**config.mk**
```make
export PLATFORM = sky130hd
export DESIGN_NAME = adsr_envelope_table_entry
export DESIGN_NICKNAME = d
export VERILOG_FILES = /design/src/design/aet_pkg.sv /design/src/design/aet_front.sv /design/src/design/aet_queue.sv /design/src/design/aet_back.sv /design/src/design/adsr_envelope_table_entry.sv
export SDC_FILE = /design/constraint.sdc
export NUM_CORES = 1
export LEC_CHECK = 0
export BUFFER_PORTS_ARGS = -buffer_cell sky130_fd_sc_hd__buf_2
export CORE_MARGIN = 8
export CORE_UTILIZATION = 55
export DETAILED_ROUTE_END_ITERATION = 10
export GPL_ROUTABILITY_DRIVEN = 0
export PLACE_DENSITY = 0.71
export SLEW_MARGIN = 20
export SYNTH_ARGS = -nofsm -noshare
export SYNTH_HDL_FRONTEND = slang
export SYNTH_SLANG_ARGS = --single-unit
export TNS_END_PERCENT = 20
```
**constraint.sdc**
```tcl
create_clock -name i_clk -period 11.6 [get_ports i_clk]
set_input_delay 0.58 -clock i_clk [delete_from_list [all_inputs] [get_ports i_clk]]
set_output_delay 0.58 -clock i_clk [all_outputs]
set_load 0.005 [all_outputs]
```
**src/design/aet_pkg.sv**
```systemverilog
// shared types and constants for the adsr envelope table entry block
package aet_pkg;

    localparam int unsigned IDX_W  = 8;
    localparam int unsigned AMP_W  = 8;
    localparam int unsigned GAIN_W = 16;
    localparam int unsigned OUT_W  = 16;
    localparam int unsigned NUM_W  = 2 * AMP_W;
    localparam int unsigned ADDR_W = 3;

    localparam logic [AMP_W-1:0] AMP_MAX = 8'hFF;
    localparam logic [IDX_W-1:0] LAST_INDEX = 8'hFF;

    // register indexes on the config port
    localparam logic [ADDR_W-1:0] REG_ATTACK_LEN    = 3'd0;
    localparam logic [ADDR_W-1:0] REG_DECAY_LEN     = 3'd1;
    localparam logic [ADDR_W-1:0] REG_SUSTAIN_LEVEL = 3'd2;
    localparam logic [ADDR_W-1:0] REG_RELEASE_LEN   = 3'd3;
    localparam logic [ADDR_W-1:0] REG_GAIN_FACTOR   = 3'd4;

    // reset values of the registers
    localparam logic [AMP_W-1:0]  RST_ATTACK_LEN    = 8'd0;
    localparam logic [AMP_W-1:0]  RST_DECAY_LEN     = 8'd0;
    localparam logic [AMP_W-1:0]  RST_SUSTAIN_LEVEL = 8'd255;
    localparam logic [AMP_W-1:0]  RST_RELEASE_LEN   = 8'd0;
    localparam logic [GAIN_W-1:0] RST_GAIN_FACTOR   = 16'd256;

    // amp = sub ? base - num / den : base + num / den, quotient always below 256
    typedef struct packed {
        logic [NUM_W-1:0] num;
        logic [AMP_W-1:0] den;
        logic [AMP_W-1:0] base;
        logic             sub;
    } t_div_req;

    // envelope settings handed from the register bank to the front
    typedef struct packed {
        logic [AMP_W-1:0] attack_len;
        logic [AMP_W-1:0] decay_len;
        logic [AMP_W-1:0] sustain_level;
        logic [AMP_W-1:0] release_len;
    } t_env_cfg;

endpackage

```
**src/design/aet_front.sv**
```systemverilog
// front end: picks the envelope segment and forms the ramp division operands
module aet_front (
    input  logic                    i_clk,
    input  logic                    i_rst_n,
    input  aet_pkg::t_env_cfg       i_cfg,
    input  logic                    i_valid,
    output logic                    o_ready,
    input  logic [aet_pkg::IDX_W-1:0] i_index,
    output logic                    o_req_vld,
    output aet_pkg::t_div_req       o_req,
    input  logic                    i_q_full
);
    import aet_pkg::*;

    logic             r_vld;
    t_div_req         r_req;
    t_div_req         n_req;
    logic [IDX_W-1:0] dec_stop;
    logic [IDX_W-1:0] sus_end;
    logic [AMP_W-1:0] mul_a;
    logic [AMP_W-1:0] mul_b;
    logic             push;
    logic             take;

    assign dec_stop = i_cfg.attack_len + i_cfg.decay_len;
    assign sus_end  = LAST_INDEX - i_cfg.release_len;

    always_comb begin
        n_req = '0;
        mul_a = '0;
        mul_b = '0;
        if (i_index < i_cfg.attack_len) begin
            // attack: i * 255 / attack_len
            mul_a      = i_index;
            mul_b      = AMP_MAX;
            n_req.den  = i_cfg.attack_len;
            n_req.base = '0;
            n_req.sub  = 1'b0;
        end else if (i_index < dec_stop) begin
            // decay: 255 - (255 - sustain) * (i - attack) / decay_len
            mul_a      = AMP_MAX - i_cfg.sustain_level;
            mul_b      = i_index - i_cfg.attack_len;
            n_req.den  = i_cfg.decay_len;
            n_req.base = AMP_MAX;
            n_req.sub  = 1'b1;
        end else if (i_index < sus_end || i_cfg.release_len == '0) begin
            // sustain, and the last index when release is zero
            n_req.den  = AMP_W'(1);
            n_req.base = i_cfg.sustain_level;
            n_req.sub  = 1'b0;
        end else begin
            // release: sustain - sustain * (i - sus_end) / release_len
            mul_a      = i_cfg.sustain_level;
            mul_b      = i_index - sus_end;
            n_req.den  = i_cfg.release_len;
            n_req.base = i_cfg.sustain_level;
            n_req.sub  = 1'b1;
        end
        n_req.num = NUM_W'(mul_a) * NUM_W'(mul_b);
    end

    assign push    = r_vld && !i_q_full;
    assign o_ready = !r_vld || !i_q_full;
    assign take    = i_valid && o_ready;

    always_ff @(posedge i_clk) begin
        if (!i_rst_n) begin
            r_vld <= 1'b0;
        end else if (take) begin
            r_vld <= 1'b1;
        end else if (push) begin
            r_vld <= 1'b0;
        end
    end

    always_ff @(posedge i_clk) begin
        if (take) begin
            r_req <= n_req;
        end
    end

    assign o_req_vld = r_vld;
    assign o_req     = r_req;

endmodule

```
**src/design/aet_queue.sv**
```systemverilog
// short fifo between the front end and the divide pipeline
module aet_queue #(
    parameter int unsigned DEPTH = 4
) (
    input  logic              i_clk,
    input  logic              i_rst_n,
    input  logic              i_push,
    input  aet_pkg::t_div_req i_data,
    output logic              o_full,
    input  logic              i_pop,
    output logic              o_vld,
    output aet_pkg::t_div_req o_data
);
    import aet_pkg::*;

    localparam int unsigned AW = (DEPTH > 1) ? $clog2(DEPTH) : 1;
    localparam int unsigned CW = $clog2(DEPTH + 1);

    t_div_req        r_mem [DEPTH];
    logic [AW-1:0]   r_wr;
    logic [AW-1:0]   r_rd;
    logic [CW-1:0]   r_cnt;
    logic            do_push;
    logic            do_pop;

    assign o_full  = r_cnt == CW'(DEPTH);
    assign o_vld   = r_cnt != '0;
    assign do_push = i_push && !o_full;
    assign do_pop  = i_pop && o_vld;
    assign o_data  = r_mem[r_rd];

    always_ff @(posedge i_clk) begin
        if (!i_rst_n) begin
            r_wr  <= '0;
            r_rd  <= '0;
            r_cnt <= '0;
        end else begin
            if (do_push) begin
                r_wr <= (r_wr == AW'(DEPTH - 1)) ? '0 : r_wr + AW'(1);
            end
            if (do_pop) begin
                r_rd <= (r_rd == AW'(DEPTH - 1)) ? '0 : r_rd + AW'(1);
            end
            if (do_push && !do_pop) begin
                r_cnt <= r_cnt + CW'(1);
            end else if (do_pop && !do_push) begin
                r_cnt <= r_cnt - CW'(1);
            end
        end
    end

    always_ff @(posedge i_clk) begin
        if (do_push) begin
            r_mem[r_wr] <= i_data;
        end
    end

endmodule

```
**src/design/aet_back.sv**
```systemverilog
// back end: one quotient bit per stage, then offset, gain and output register
module aet_back (
    input  logic                       i_clk,
    input  logic                       i_rst_n,
    input  logic [aet_pkg::GAIN_W-1:0] i_gain,
    input  logic                       i_req_vld,
    input  aet_pkg::t_div_req          i_req,
    output logic                       o_pop,
    output logic                       o_valid,
    input  logic                       i_ready,
    output logic [aet_pkg::OUT_W-1:0]  o_value
);
    import aet_pkg::*;

    localparam int unsigned DSTG = AMP_W + 1;   // load stage plus one per quotient bit
    localparam int unsigned NSTG = DSTG + 2;    // then offset and gain stages
    localparam int unsigned PW   = AMP_W + GAIN_W;

    // restoring step: shift in the next dividend bit, subtract if it fits
    function automatic logic [2*AMP_W-1:0] div_step(
        input logic [AMP_W-1:0] rem,
        input logic [AMP_W-1:0] work,
        input logic [AMP_W-1:0] den
    );
        logic [AMP_W:0] trial;
        logic [AMP_W:0] diff;
        logic           fits;
        trial = {rem, work[AMP_W-1]};
        diff  = trial - {1'b0, den};
        fits  = trial >= {1'b0, den};
        return fits ? {diff[AMP_W-1:0], work[AMP_W-2:0], 1'b1}
                    : {trial[AMP_W-1:0], work[AMP_W-2:0], 1'b0};
    endfunction

    logic [NSTG-1:0]  r_vld;
    logic [AMP_W-1:0] r_rem  [DSTG];
    logic [AMP_W-1:0] r_work [DSTG];
    logic [AMP_W-1:0] r_den  [DSTG];
    logic [AMP_W-1:0] r_base [DSTG];
    logic             r_sub  [DSTG];
    logic [AMP_W-1:0] r_amp;
    logic [OUT_W-1:0] r_out;
    logic [PW-1:0]    prod;
    logic             en;

    // whole pipe moves unless the output item is held
    assign en    = !r_vld[NSTG-1] || i_ready;
    assign o_pop = en;
    assign prod  = PW'(r_amp) * PW'(i_gain);

    always_ff @(posedge i_clk) begin
        if (!i_rst_n) begin
            r_vld <= '0;
        end else if (en) begin
            r_vld <= {r_vld[NSTG-2:0], i_req_vld};
        end
    end

    always_ff @(posedge i_clk) begin
        if (en) begin
            r_rem[0]  <= i_req.num[NUM_W-1:AMP_W];
            r_work[0] <= i_req.num[AMP_W-1:0];
            r_den[0]  <= i_req.den;
            r_base[0] <= i_req.base;
            r_sub[0]  <= i_req.sub;
            for (int k = 1; k < DSTG; k++) begin
                {r_rem[k], r_work[k]} <= div_step(r_rem[k-1], r_work[k-1], r_den[k-1]);
                r_den[k]  <= r_den[k-1];
                r_base[k] <= r_base[k-1];
                r_sub[k]  <= r_sub[k-1];
            end
            r_amp <= r_sub[DSTG-1] ? r_base[DSTG-1] - r_work[DSTG-1]
                                   : r_base[DSTG-1] + r_work[DSTG-1];
            // 255 * 65535 >> 8 stays below 65536, so no clamp is needed
            r_out <= prod[PW-1:AMP_W];
        end
    end

    assign o_valid = r_vld[NSTG-1];
    assign o_value = r_out;

endmodule

```
**src/design/adsr_envelope_table_entry.sv**
```systemverilog
// top level of the linear adsr envelope table entry block
//
// each item on the input stream is a table index (0 to 255); for each one the
// block returns one 16-bit gained amplitude, (amp * gain_factor) >> 8, where
// amp follows a linear attack / decay / sustain / release shape set by the
// config registers. throughput is one item per clock while the output is not
// stalled: the ramp division is a restoring divider laid out as eight pipeline
// stages, one quotient bit each, so a new index can enter every cycle. the edge
// that accepts an index loads the front register; after it come the queue
// entry, a load stage, eight divide stages, the offset stage and the gain
// multiply into the output register. the front end and the divide
// pipe are joined by a small fifo, so a stall on the output only halts the
// input once that fifo is full. config registers are written through
// i_cfg_we / i_cfg_addr / i_cfg_wdata, index 0 attack_len, 1 decay_len,
// 2 sustain_level, 3 release_len, 4 gain_factor; other indexes are ignored.
// write them only while no item is in flight.
module adsr_envelope_table_entry #(
    parameter int unsigned QUEUE_DEPTH = 4
) (
    input  logic                        i_clk,
    input  logic                        i_rst_n,
    // input items
    input  logic                        s_axis_tvalid,
    output logic                        s_axis_tready,
    input  logic [7:0]                  s_axis_tdata,   // [7:0] table_index
    // result items
    output logic                        m_axis_tvalid,
    input  logic                        m_axis_tready,
    output logic [15:0]                 m_axis_tdata,   // [15:0] envelope_value
    // config writes
    input  logic                        i_cfg_we,
    input  logic [aet_pkg::ADDR_W-1:0]  i_cfg_addr,
    input  logic [aet_pkg::GAIN_W-1:0]  i_cfg_wdata
);
    import aet_pkg::*;

    // config registers
    logic [AMP_W-1:0]  r_attack_len;
    logic [AMP_W-1:0]  r_decay_len;
    logic [AMP_W-1:0]  r_sustain_level;
    logic [AMP_W-1:0]  r_release_len;
    logic [GAIN_W-1:0] r_gain_factor;

    t_env_cfg env_cfg;
    t_div_req front_req;
    t_div_req queue_req;
    logic     front_vld;
    logic     q_full;
    logic     q_vld;
    logic     back_pop;

    always_ff @(posedge i_clk) begin
        if (!i_rst_n) begin
            r_attack_len    <= RST_ATTACK_LEN;
            r_decay_len     <= RST_DECAY_LEN;
            r_sustain_level <= RST_SUSTAIN_LEVEL;
            r_release_len   <= RST_RELEASE_LEN;
            r_gain_factor   <= RST_GAIN_FACTOR;
        end else if (i_cfg_we) begin
            unique case (i_cfg_addr)
                REG_ATTACK_LEN:    r_attack_len    <= i_cfg_wdata[AMP_W-1:0];
                REG_DECAY_LEN:     r_decay_len     <= i_cfg_wdata[AMP_W-1:0];
                REG_SUSTAIN_LEVEL: r_sustain_level <= i_cfg_wdata[AMP_W-1:0];
                REG_RELEASE_LEN:   r_release_len   <= i_cfg_wdata[AMP_W-1:0];
                REG_GAIN_FACTOR:   r_gain_factor   <= i_cfg_wdata;
                default: ;  // unused index, write dropped
            endcase
        end
    end

    always_comb begin
        env_cfg.attack_len    = r_attack_len;
        env_cfg.decay_len     = r_decay_len;
        env_cfg.sustain_level = r_sustain_level;
        env_cfg.release_len   = r_release_len;
    end

    // segment select and division operands, one register stage
    aet_front u_front (
        .i_clk     (i_clk),
        .i_rst_n   (i_rst_n),
        .i_cfg     (env_cfg),
        .i_valid   (s_axis_tvalid),
        .o_ready   (s_axis_tready),
        .i_index   (s_axis_tdata[IDX_W-1:0]),
        .o_req_vld (front_vld),
        .o_req     (front_req),
        .i_q_full  (q_full)
    );

    // decouples the front from stalls in the divide pipe
    aet_queue #(
        .DEPTH (QUEUE_DEPTH)
    ) u_queue (
        .i_clk   (i_clk),
        .i_rst_n (i_rst_n),
        .i_push  (front_vld),
        .i_data  (front_req),
        .o_full  (q_full),
        .i_pop   (back_pop),
        .o_vld   (q_vld),
        .o_data  (queue_req)
    );

    // divide, offset, gain and output register
    aet_back u_back (
        .i_clk     (i_clk),
        .i_rst_n   (i_rst_n),
        .i_gain    (r_gain_factor),
        .i_req_vld (q_vld),
        .i_req     (queue_req),
        .o_pop     (back_pop),
        .o_valid   (m_axis_tvalid),
        .i_ready   (m_axis_tready),
        .o_value   (m_axis_tdata)
    );

endmodule

```
---- Yosys cells after proc, flatten, opt, wreduce, memory -nomap -nowiden ----
Memories as Yosys holds them, arrays and structs flattened. A register that Yosys moved wholly into a read port is not among the register bits.
Cells that the tools add are included.
storage, ports and cells
  register bits ........................... 260
  bits in writable memories ............... 285
  bits of input ports ..................... 32
  output and inout port bits .............. 18
  logic and storage cells ................. 128
  memories kept ........................... 4
cells by class
  $add $sub $neg .......................... 18
  multiply operators ...................... 2
  $lt $le $gt $ge ......................... 11
  equal/unequal tests ..................... 7
  muxes and demuxes ....................... 30
  reductions and logical operators ........ 23
memory list
  memory         depth  bits a word  rd ports  clocked after memory_dff  write ports  RTL line         RTL
  u_queue.r_mem  4      33           1         1                         1            aet_queue.sv:19  t_div_req r_mem [DEPTH];
  u_back.r_base  9      8            9         0                         9            aet_back.sv:39   logic [AMP_W-1:0] r_base [DSTG];
  u_back.r_den   9      8            8         0                         9            aet_back.sv:38   logic [AMP_W-1:0] r_den [DSTG];
  u_back.r_sub   9      1            9         0                         9            aet_back.sv:40   logic r_sub [DSTG];
operator list
  cell                                                             number
  16-bit two-way mux                                               7
  8-bit subtractor                                                 10
  9-bit by 8-bit >= comparator with 1-bit output                   8
  8-bit two-way mux                                                7
  17-bit two-way mux                                               3
  8-bit less-than comparator                                       3
  8-bit by 16-bit multiplier with 24-bit output                    1
  8-bit adder                                                      2
  8-bit by 8-bit multiplier with 16-bit output                     1
  8-bit subtractor, first input constant                           2
  2-bit AND reduction                                              5
  8-bit zero test                                                  1
  2-bit two-way mux                                                4
  1-bit two-way mux                                                7
  3-bit by 2-bit == test with 1-bit output, second input constant  2
  3-bit == test, second input constant                             2
  3-bit two-way mux                                                2
  1-bit logical AND                                                5
  1-bit zero test                                                  5
  2-bit by 1-bit adder with 2-bit output, second input constant    2
  2-bit == test, second input constant                             2
  2-bit nonzero test                                               2
  3-bit by 1-bit adder with 3-bit output, second input constant    1
  3-bit by 1-bit == test with 1-bit output, second input constant  1
  4 further kinds                                                  6

---- Longest topological paths before layout ----
Gate-level depths: netlist (run 1).
  depth after elaboration ................. 7
  depth in mapped cells ................... 31

---- Cells and area by module ----
Synthesis (run 1) repeated with hierarchy kept, for this count alone.
second synthesis, totals
  cells, all modules ...................... 2361
  area total of the unflattened synthesis .. 29913.7 um2
by module, submodules not included
  module                     times used  cells each  area each (um2)  seq. area each (um2)
  aet_back                   1           1346        17349.1          9379.0
  aet_front                  1           604         5393.9           1011.0
  aet_queue                  1           224         5290.1           4144.0
  adsr_envelope_table_entry  1           187         1880.6           960.9

---- Worst setup path after synthesis (run 1) ----
OpenSTA, ideal clock, no wires.
  path kind ............................... input port to flip-flop
  start point ............................. in m_axis_tready
  end point ............................... reg u_back.r_out[0] (netlist: u_back.o_value[0]) (enable)
  data arrival time ....................... 9130 ps
  path slack .............................. 1679 ps
  cell stages on the path ................. 3
  buffers on the path ..................... 1
  cell sequence ........................... nor2b_1 inv_1 clkbuf_1
on the way
  longest elaborated chain between the ends .. 1
RTL lines
  element               RTL line                         RTL
  start, declared       adsr_envelope_table_entry.sv:28  input logic m_axis_tready,
  1-bit logical OR      aet_back.sv:47                   assign en = !r_vld[NSTG-1] || i_ready;
  via back_pop          adsr_envelope_table_entry.sv:50  logic back_pop;
  end signal, assigned  aet_back.sv:75                   r_out <= prod[PW-1:AMP_W];
  end, declared         aet_back.sv:42                   logic [OUT_W-1:0] r_out;
The timed path passes the listed nets, and every way through them passes these cells.
A chain may end at the register's enable or synchronous reset.

==> metrics.cfg, run 1 <==
[final_layout]
final_common_cell = edfxtp_1
final_cell_mix = 470 x edfxtp_1, 268 x inv_1, 203 x nand2_1
syn_to_final_growth_pct = 9.035
layout-drive-gt1-share = 0.1055
fillers = 4055
fin_util = 0.6015
n_antenna_cell = 0
nets = 2636
final_area_mm2 = 0.03142

[clock_tree]
cts_tree = built
clock-sinks = 539
cts-htree-levels = 2
cts-root-buf = clkbuf_16
cts_made_buffers = 53
clkLatencyLatePin_ns = 0.58
cts_hold_buf = 0
clk_path_buf_depth = 3
cts.reportedPaths.clkPinSlew_ns = 0.06
ctsResizeCount = 0
cts_setup_buffers = 0

[timing]
fin_crit_sh = 0.6736
rsz0062_at_grt = false
drv_slew = 0
setup_violations = 0
finClkSkew_ns = 0.008791
fin_crit_ns = 7.814
hold_violations = 0
setup_tns_ns = 0
max_freq_ghz = 0.1280
slew_headroom = 0.2965
worst_slew_pin_slew_ns = 1.053
worst_slack_ns = 3.786

[detailed_routing]
routed_wl_um = 52710
antenna_left = 0
drc_errors = 0
num_vias = 16760
firstDrtPassIters = 6
routedWlPerCell_um = 17.45
routed_via_density = 5.551
initialDrtViolationCount = 1029

[placed_design]
dpl.hpwl_um = 37450
post_dp_cell_area_mm2 = 0.02974
post-place-ws_ns = 3.852
io_buffers = 49

[yosys]
syn_nets = 2582
synth-seq-cells = 539
synth_compound_area_frac = 0.08019
yosys.area_share.xor_xnor = 0.02431
synth-main-ff-cell = edfxtp_1
synth_fa_ha_area_frac = 0.1713
synthArstFlopShare = 0
synth_edf_count = 470
synth.area.mux_share = 0.05010
ys_seq_area_frac = 0.5377
syn_avg_cell_area_um2 = 12.90
ys_types = 72
yosys_warnings = 0
netlist_area_mm2 = 0.02882
synth_top_family_by_area = adder cells
syn_inst = 2234
synth_simple_gate_area_share = 0.09170

[power]
ir_worst_vdd_uv = 147.4
report.power.total_uw = 7923
power_density_mw_per_mm2 = 252.1
p_leak_uw = 0.01280

[global_routing]
overflow = 0
grt_pass1_vias = 17340
antenna_found_initial = 0
grt_first_pass_wirelength_um = 87460
grt_max_degree = 146
grt_use_total = 0.1787

[critical_path]
slowest_delay_ns = 0.86
cp_common_cell = fa_1
cp.arrival_ns = 8.15
cp.required_ns = 11.93
worstPathMaxFanout = 12
crit_path_end_kind = flip-flop
r2r-start = r_attack_len[1]
r2r_setup_slack_ns = 3.79
r2r_end = u_front.o_req[30]
startpoint_type = flip-flop
slowest_stage = o31ai_2
reg2reg_depth = 26
critical_path_class = reg -> reg
startpoint = r_attack_len[1]

[die]
die_y_um = 244.9
rows = 84
core_mm2 = 0.05224
ioPinCount = 50
initial_utilization = 0.5517
fp.dieW_um = 244.9
die-area_mm2 = 0.05998

[min_path]
hold_start = i_cfg_wdata[8]
hold_depth = 3
hold_path_class = in -> reg
min_to = r_gain_factor[8]

[run_status]
status = complete, no violations

[flow_run]
drv_cap = 0

## logic make-up (layout without fill, tap and decap cells)
logic type               count (synthesis)  count (layout)
AND/OR/NAND/NOR                        547             547
XOR/XNOR                                80              80
multiplexers                            99              99
flip-flops                             539             539
AO/OA/AOI/OAI                          325             325
buffers and inverters                  328             426
adder cells (fa/ha/maj)                316             316
## power breakdown
group / internal [µW] / switching [µW] / total (µW)
Combinational: 1350 / 1500 / 2860
Clock: 939 / 688 / 1630
Sequential: 3050 / 385 / 3440
Total: 5350 / 2580 / 7920
## final cells by class
cell class              instances  area, µm²  area share
multi-input cells            1367      12060      0.3839
flip-flops and latches        539      15500      0.4932
well taps                     688      860.8     0.02740
inverters                     269       1017     0.03237
repair buffers                 58      312.8    0.009955
clock inverters                32      239.0    0.007606
clock buffers                  67       1431     0.04555
## stage by stage
stage | instances | hold slack (ns)
floorplan | 2234 | 0.4003
global placement | 2921 | 0.4005
detailed placement | 2921 | 0.4045
CTS | 3020 | 0.1983
global route | 3020 | 0.2146
finish | 3020 | 0.2447
## sequential cells by signal, summed over array words and instances, names as in the netlist, 9 cells and up, named ones only
signal / flops
r_gain_factor: 16
u_back.o_value: 16
u_back.r_base: 72
u_back.r_den: 64
u_back.r_rem: 64
u_back.r_sub: 9
u_back.r_vld: 11
u_back.r_work: 72
u_front.o_req: 33
u_queue.r_mem: 132
## routing by layer
metal  vias to the layer above  routed length, µm  track usage
li1                       7987                  -            -
met1                      8263              21890       0.2225
met2                       404              27060       0.3164
met3                       109               2379      0.03011
met4                         0               1374      0.05643
met5                         -                  0            0
## how the worst max path moves through the flow
stage                        end  slack [ns]  cells past startpoint
6_report       u_front.o_req[30]        3.79                     26
5_1_grt        u_front.o_req[31]        3.25                     26
4_1_cts        u_front.o_req[30]        3.83                     26
3_5_place_dp   u_front.o_req[30]        3.85                     26
3_3_place_gp   u_front.o_req[30]        4.07                     27
2_1_floorplan  u_back.o_value[0]        1.68                      3
## critical path, delay by kind of cell (launching register included)
family	cells	cell delay, ns
xor+xnor	2	0.23
buf+inv	2	0.09
compound gates	11	2.85
simple gates	4	0.83
flops	1	0.50
fa+ha+maj	7	3.05
## synthesized netlist by cell type, drive strengths merged, types with 4 or more instances
| library cell | instances | area share |
|---|---|---|
| o31ai | 4 | 0.0014 |
| and2 | 65 | 0.014 |
| a31oi | 7 | 0.0017 |
| edfxtp | 470 | 0.49 |
| a221oi | 9 | 0.0045 |
| nand2b | 20 | 0.0043 |
| nand4 | 20 | 0.0043 |
| ha | 185 | 0.080 |
| nor2 | 98 | 0.013 |
| fa | 131 | 0.091 |
| a21boi | 67 | 0.018 |
| a22oi | 9 | 0.0027 |
| nand3 | 24 | 0.0042 |
| nand2 | 204 | 0.027 |
| o21bai | 11 | 0.0029 |
| o21ai | 72 | 0.013 |
| mux2 | 32 | 0.013 |
| mux2i | 34 | 0.012 |
| buf | 18 | 0.0043 |
| dfxtp | 69 | 0.048 |
| xnor2 | 59 | 0.018 |
| or2 | 5 | 0.0011 |
| mux4 | 33 | 0.026 |
| nor2b | 30 | 0.0065 |
| o211ai | 6 | 0.0017 |
| or3 | 15 | 0.0033 |
| a21o | 24 | 0.0063 |
| nor3 | 56 | 0.011 |
| inv | 269 | 0.035 |
| xor2 | 21 | 0.0064 |
| a211oi | 18 | 0.0049 |
| clkbuf | 41 | 0.0053 |
| o21a | 15 | 0.0039 |
| a21oi | 57 | 0.010 |
| a211o | 10 | 0.0030 |
(Power assumes the default switching activity.)
==> inputs of run 2 (changes only) <==
Settings changed: PLACE_DENSITY 0.71 to 0.74.
Clock period 11.6 ns to 6.8 ns, I/O delays scaled along.
==> metrics.cfg, run 2 (synthesized netlist as in run 1, its figures left out) <==
[run_status]
status = finished, violations left  ; was complete, no violations
violations = negative setup slack

[min_path]
hold_start = i_cfg_wdata[6]  ; was i_cfg_wdata[8]
hold_depth = 3  ; unchanged
min_to = r_sustain_level[6]  ; was r_gain_factor[8]
hold_path_class = in -> reg  ; unchanged

[die]
core_mm2 = 0.05224  ; unchanged
fp.dieW_um = 244.9  ; unchanged
rows = 84  ; unchanged
ioPinCount = 50  ; unchanged
initial_utilization = 0.5517  ; unchanged
die_y_um = 244.9  ; unchanged
die-area_mm2 = 0.05998  ; unchanged

[global_routing]
grt_max_degree = 157  ; was 146
overflow = 0  ; unchanged
grt_use_total = 0.1859  ; was 0.1787
grt_first_pass_wirelength_um = 91090  ; was 87460 µm
grt_pass1_vias = 18240  ; was 17.34k
antenna_found_initial = 0  ; unchanged

[critical_path]
r2r_setup_slack_ns = -0.1  ; was 3.79 ns
r2r_end = u_front.o_req[31]  ; was u_front.o_req[30]
crit_buf_inv = 9  ; was 2
slowest_stage = fa_2  ; was o31ai_2
worstPathMaxFanout = 6  ; was 12
cp.required_ns = 7.13  ; was 11.93 ns
startpoint_type = flip-flop  ; unchanged
critPathTopFamily = adder cells  ; unchanged
cp.arrival_ns = 7.23  ; was 8.15 ns
crit_path_end_kind = flip-flop  ; unchanged
slowest_delay_ns = 0.56  ; was 0.86 ns
cp_common_cell = buf_4  ; was fa_1
reg2reg_depth = 34  ; was 26
critical_path_class = reg -> reg  ; unchanged
r2r-start = r_decay_len[0]  ; was r_attack_len[1]

[final_layout]
final_cell_mix = 470 x edfxtp_1, 263 x inv_1, 203 x nand2_1  ; was 470 x edfxtp_1, 268 x inv_1, 203 x nand2_1
largest_register_ffs = 132  ; unchanged
syn_to_final_growth_pct = 12.79  ; was 9.035%
final_common_cell = edfxtp_1  ; unchanged
nets = 2728  ; was 2636
largest_register = u_queue.r_mem  ; unchanged
fillers = 3770  ; was 4055
n_antenna_cell = 0  ; unchanged
layout-drive-gt1-share = 0.1593  ; was 0.1055
final_area_mm2 = 0.03250  ; was 0.03142 mm²
reg.largest.list = u_queue.r_mem x132, u_back.r_base x72, u_back.r_work x72  ; unchanged

[detailed_routing]
drc_errors = 0  ; unchanged
initialDrtViolationCount = 1252  ; was 1029
firstDrtPassIters = 6  ; unchanged
routedWlPerCell_um = 18.09  ; was 17.45 µm
antenna_left = 0  ; unchanged
num_vias = 17420  ; was 16.76k
routed-wl-met3_um = 2773  ; was 2379 µm
highest_layer = met4  ; unchanged
routed_via_density = 5.611  ; was 5.551
wl_met1_um = 22520  ; was 21890 µm
wl_met2_um = 29160  ; was 27060 µm
routed_wl_um = 56180  ; was 52710 µm

[placed_design]
io_buffers = 49  ; unchanged
post_dp_cell_area_mm2 = 0.03018  ; was 0.02974 mm²
dpl.hpwl_um = 38170  ; was 37450 µm

[flow_run]
drv_cap = 0  ; unchanged

[timing]
finClkSkew_ns = 0.01711  ; was 0.008791 ns
worst_slew_pin_slew_ns = 1.130  ; was 1.053 ns
whs_ns = 0.05385  ; was 0.2447 ns
max_freq_ghz = 0.1450  ; was 0.1280 GHz
slew_headroom = 0.2465  ; was 0.2965
drv_slew = 0  ; unchanged
setup_tns_ns = -0.1813  ; was 0 ns
fin_crit_sh = 1.014  ; was 0.6736
rsz0062_at_grt = true  ; was false
fin_crit_ns = 6.897  ; was 7.814 ns
hold_violations = 0  ; unchanged
setup_violations = 3  ; was 0
worst_slack_ns = -0.09713  ; was 3.786 ns

[clock_tree]
cts.reportedPaths.clkPinSlew_ns = 0.06  ; about the same
cts-htree-levels = 2  ; unchanged
clk_path_buf_depth = 3  ; unchanged
clock-sinks = 539  ; unchanged
cts_made_buffers = 54  ; was 53
cts_tree = built  ; unchanged
cts-root-buf = clkbuf_16  ; unchanged
clkLatencyLatePin_ns = 0.59  ; was 0.58 ns

[power]
ir_worst_vdd_uv = 257.7  ; was 147.4 µV
power_density_mw_per_mm2 = 425.6  ; was 252.1 mW/mm²
report.power.total_uw = 13830  ; was 7923 µW
p_leak_uw = 0.01330  ; was 0.01280 µW

## run 2: changes by cell type in the layout (fill, tap and decap cells not counted), moves of 8 or more
cell / previous run / this run
buf_4: 9 / 86
a21oi_1: 55 / 43
a21oi_2: 2 / 13
nor3_1: 48 / 37
nor3_2: 8 / 19
dlygate4sd3_1: 0 / 8
## run 2: final cells by class
class | count | area [µm²] | area share
sequential | 539 | 15500 | 0.4769
multi-input combinational | 1369 | 12400 | 0.3814
clock buffer | 73 | 1518 | 0.04669
timing repair buffer | 147 | 1032 | 0.03176
inverter | 269 | 1017 | 0.03130
tap | 688 | 860.8 | 0.02648
clock inverter | 20 | 180.2 | 0.005543
## run 2: worst reg2reg max path, delay by kind of cell (launching register included)
kind	cells	cell delay, ns
fa+ha+maj	8	3.16
compound gates	11	1.63
buf+inv	9	1.01
simple gates	4	0.40
flops	1	0.34
xor+xnor	2	0.11
## run 2: repair_timing
action	in CTS	in global routing
setup endpoints to repair	8	9
resized for setup	29	46
buffers inserted	10	12
cloned	2	0
pin swaps	26	33
endpoints found under the hold margin	8	0
hold buffers	8	0
## run 2: how the worst max path moves through the flow
stage                         start                 to  slack [ns]  cells after the start
global placement    r_attack_len[0]  u_front.o_req[30]       -0.22                     27
CTS                  r_decay_len[0]  u_front.o_req[31]     -0.0004                     30
floorplan           r_attack_len[1]  u_front.o_req[30]       -0.09                     28
global route         r_decay_len[0]  u_front.o_req[31]       -0.34                     30
finish               r_decay_len[0]  u_front.o_req[31]        -0.1                     34
detailed placement  r_attack_len[0]  u_front.o_req[30]       -0.38                     32
## run 2: report_power, final
part	total, µW	internal (µW)	leakage, µW	switching, µW
sequential	5880	5210	0.00532	664
clock	2840	1670	0.000829	1180
combinational	5110	2470	0.00715	2640
total	13800	9350	0.0133	4480
## run 2: stage by stage
step	utilization	instances	setup WS [ns]
detailed placement	0.5777	2979	-0.3838
finish	0.6223	3105	-0.09713
floorplan	-	2234	-0.09065
global placement	0.5777	2979	-0.2159
CTS	0.6164	3092	-0.0003735
global route	0.6223	3105	-0.3387
## run 2: metal layers
| metal | up-vias | track usage |
|---|---|---|
| met5 | - | 0 |
| met4 | 0 | 0.06993 |
| met3 | 135 | 0.02620 |
| met2 | 504 | 0.3335 |
| met1 | 8614 | 0.2261 |
| li1 | 8169 | - |
==> inputs of run 3 (changes only) <==
Settings changed: SKIP_LAST_GASP from default to 1.
==> metrics.cfg, run 3 (synthesized netlist as in run 1, its figures left out) <==
[final_layout]
syn_to_final_growth_pct = 12.78  ; was 12.79%
nets = 2730  ; was 2728
final_common_cell = edfxtp_1  ; unchanged
largest_register = u_queue.r_mem  ; unchanged
final_cell_mix = 470 x edfxtp_1, 262 x inv_1, 203 x nand2_1  ; was 470 x edfxtp_1, 263 x inv_1, 203 x nand2_1
reg.largest.list = u_queue.r_mem x132, u_back.r_base x72, u_back.r_work x72  ; unchanged
largest_register_ffs = 132  ; unchanged
final_cells = 3108  ; was 3105
layout-drive-gt1-share = 0.1583  ; was 0.1593

[die]
die-area_mm2 = 0.05998  ; unchanged
initial_utilization = 0.5517  ; unchanged
rows = 84  ; unchanged
die_y_um = 244.9  ; unchanged
core_mm2 = 0.05224  ; unchanged
ioPinCount = 50  ; unchanged
fp.dieW_um = 244.9  ; unchanged

[run_status]
violations = negative setup slack  ; unchanged
status = finished, violations left  ; unchanged

[detailed_routing]
initialDrtViolationCount = 1175  ; was 1252
firstDrtPassIters = 6  ; unchanged
num_vias = 17410  ; was 17.42k
drc_errors = 0  ; unchanged
antenna_left = 0  ; unchanged
routedWlPerCell_um = 18.11  ; was 18.09 µm
routed_wl_um = 56300  ; was 56180 µm
routed_via_density = 5.601  ; was 5.611

[global_routing]
grt_first_pass_wirelength_um = 91050  ; was 91090 µm
grt_pass1_vias = 18250  ; was 18.24k
grt_use_total = 0.1858  ; was 0.1859
overflow = 0  ; unchanged
use_met2 = 0.3326  ; was 0.3335
grt_max_degree = 157  ; unchanged
grt_use_met1 = 0.2262  ; was 0.2261
grtUsageMet3 = 0.02587  ; was 0.02620
busiest_layer = met2  ; unchanged
antenna_found_initial = 0  ; unchanged

[critical_path]
slowest_stage = fa_1  ; was fa_2
crit_path_end_kind = flip-flop  ; unchanged
cp.arrival_ns = 7.21  ; was 7.23 ns
critical_path_class = reg -> reg  ; unchanged
cp.required_ns = 7.13  ; about the same
startpoint_type = flip-flop  ; unchanged
worstPathMaxFanout = 5  ; was 6
slowest_delay_ns = 0.56  ; about the same
cp_common_cell = buf_4  ; unchanged

[timing]
drv_slew = 0  ; unchanged
hold_violations = 0  ; unchanged
max_freq_ghz = 0.1454  ; was 0.1450 GHz
worst_slew_pin_slew_ns = 1.100  ; was 1.130 ns
worst_slack_ns = -0.07629  ; was -0.09713 ns
setup_violations = 3  ; unchanged
finClkSkew_ns = 0.01693  ; was 0.01711 ns
slew_headroom = 0.2644  ; was 0.2465
rsz0062_at_grt = true  ; unchanged
fin_crit_ns = 6.876  ; was 6.897 ns
whs_ns = 0.05735  ; was 0.05385 ns
fin_crit_sh = 1.011  ; was 1.014

[power]
power_density_mw_per_mm2 = 425.3  ; was 425.6 mW/mm²
ir_worst_vdd_uv = 258.4  ; was 257.7 µV
p_leak_uw = 0.01330  ; about the same
report.power.total_uw = 13820  ; was 13830 µW

[clock_tree]
clk_path_buf_depth = 3  ; unchanged
cts-root-buf = clkbuf_16  ; unchanged
clkLatencyLatePin_ns = 0.59  ; about the same
cts-htree-levels = 2  ; unchanged
cts_tree = built  ; unchanged
cts.reportedPaths.clkPinSlew_ns = 0.06  ; about the same
clock-sinks = 539  ; unchanged
cts_made_buffers = 54  ; unchanged

[placed_design]
io_buffers = 49  ; unchanged
dpl.hpwl_um = 38170  ; unchanged
place_inst = 2979  ; unchanged

[min_path]
hold_path_class = in -> reg  ; unchanged

[flow_run]
drv_cap = 0  ; unchanged

[run 3: final cells by class]
cell class,instances,area (µm²)
clock inverter,20,180.2
fill,3772,19730
multi-input combinational,1369,12380
inverter,269,1017
antenna,1,2.502
tap,688,860.8
timing repair buffer,149,1047
clock buffer,73,1518
sequential,539,15500
[run 3: per-stage QoR]
stage | setup slack [ns] | utilization | setup TNS, ns | cell area, µm²
floorplan | -0.09065 | - | -0.1623 | 28820
global placement | -0.2159 | 0.5777 | -0.4967 | 30180
detailed placement | -0.3838 | 0.5777 | -1.518 | 30180
CTS | -0.01272 | 0.6164 | -0.01892 | 32200
global route | -0.3137 | 0.6222 | -1.802 | 32500
finish | -0.07629 | 0.6222 | -0.1710 | 32500
[run 3: path summary, 6_finish.rpt]
kind	start	to	slack, ns	cells after the start
worst max-delay path	r_decay_len[0]	u_front.o_req[31]	-0.08	34
worst min-delay path	i_cfg_wdata[7]	r_sustain_level[7]	0.06	3
worst max register to register	r_decay_len[0]	u_front.o_req[31]	-0.08	34
worst min register to register	u_back.r_work[41]	u_back.r_work[34]	0.40	0
[run 3: layer usage]
metal	up-vias	share of wire
met5	-	0
met4	0	0.031
met3	137	0.052
met2	496	0.52
met1	8598	0.40
li1	8176	-
[run 3: critical path: cells and delay by family (launching register included)]
family | cells | cell delay (ns)
fa+ha+maj | 8 | 3.10
compound gates | 10 | 1.79
buf+inv | 9 | 0.82
simple gates | 5 | 0.45
flops | 1 | 0.34
xor+xnor | 2 | 0.11
[run 3: power by group]
part / internal, µW / switching, µW
Clock: 1670 / 1180
Sequential: 5210 / 664
Combinational: 2470 / 2630
Total: 9350 / 4470
[run 3: repair_timing]
item | 4_1_cts | 5_1_grt
buffers inserted | 10 | 14
resized for setup | 28 | 43
hold buffers | 8 | 0
cloned | 2 | 0
pin swaps | 26 | 38
endpoints found under the setup margin | 8 | 9
hold endpoints to repair | 8 | 0
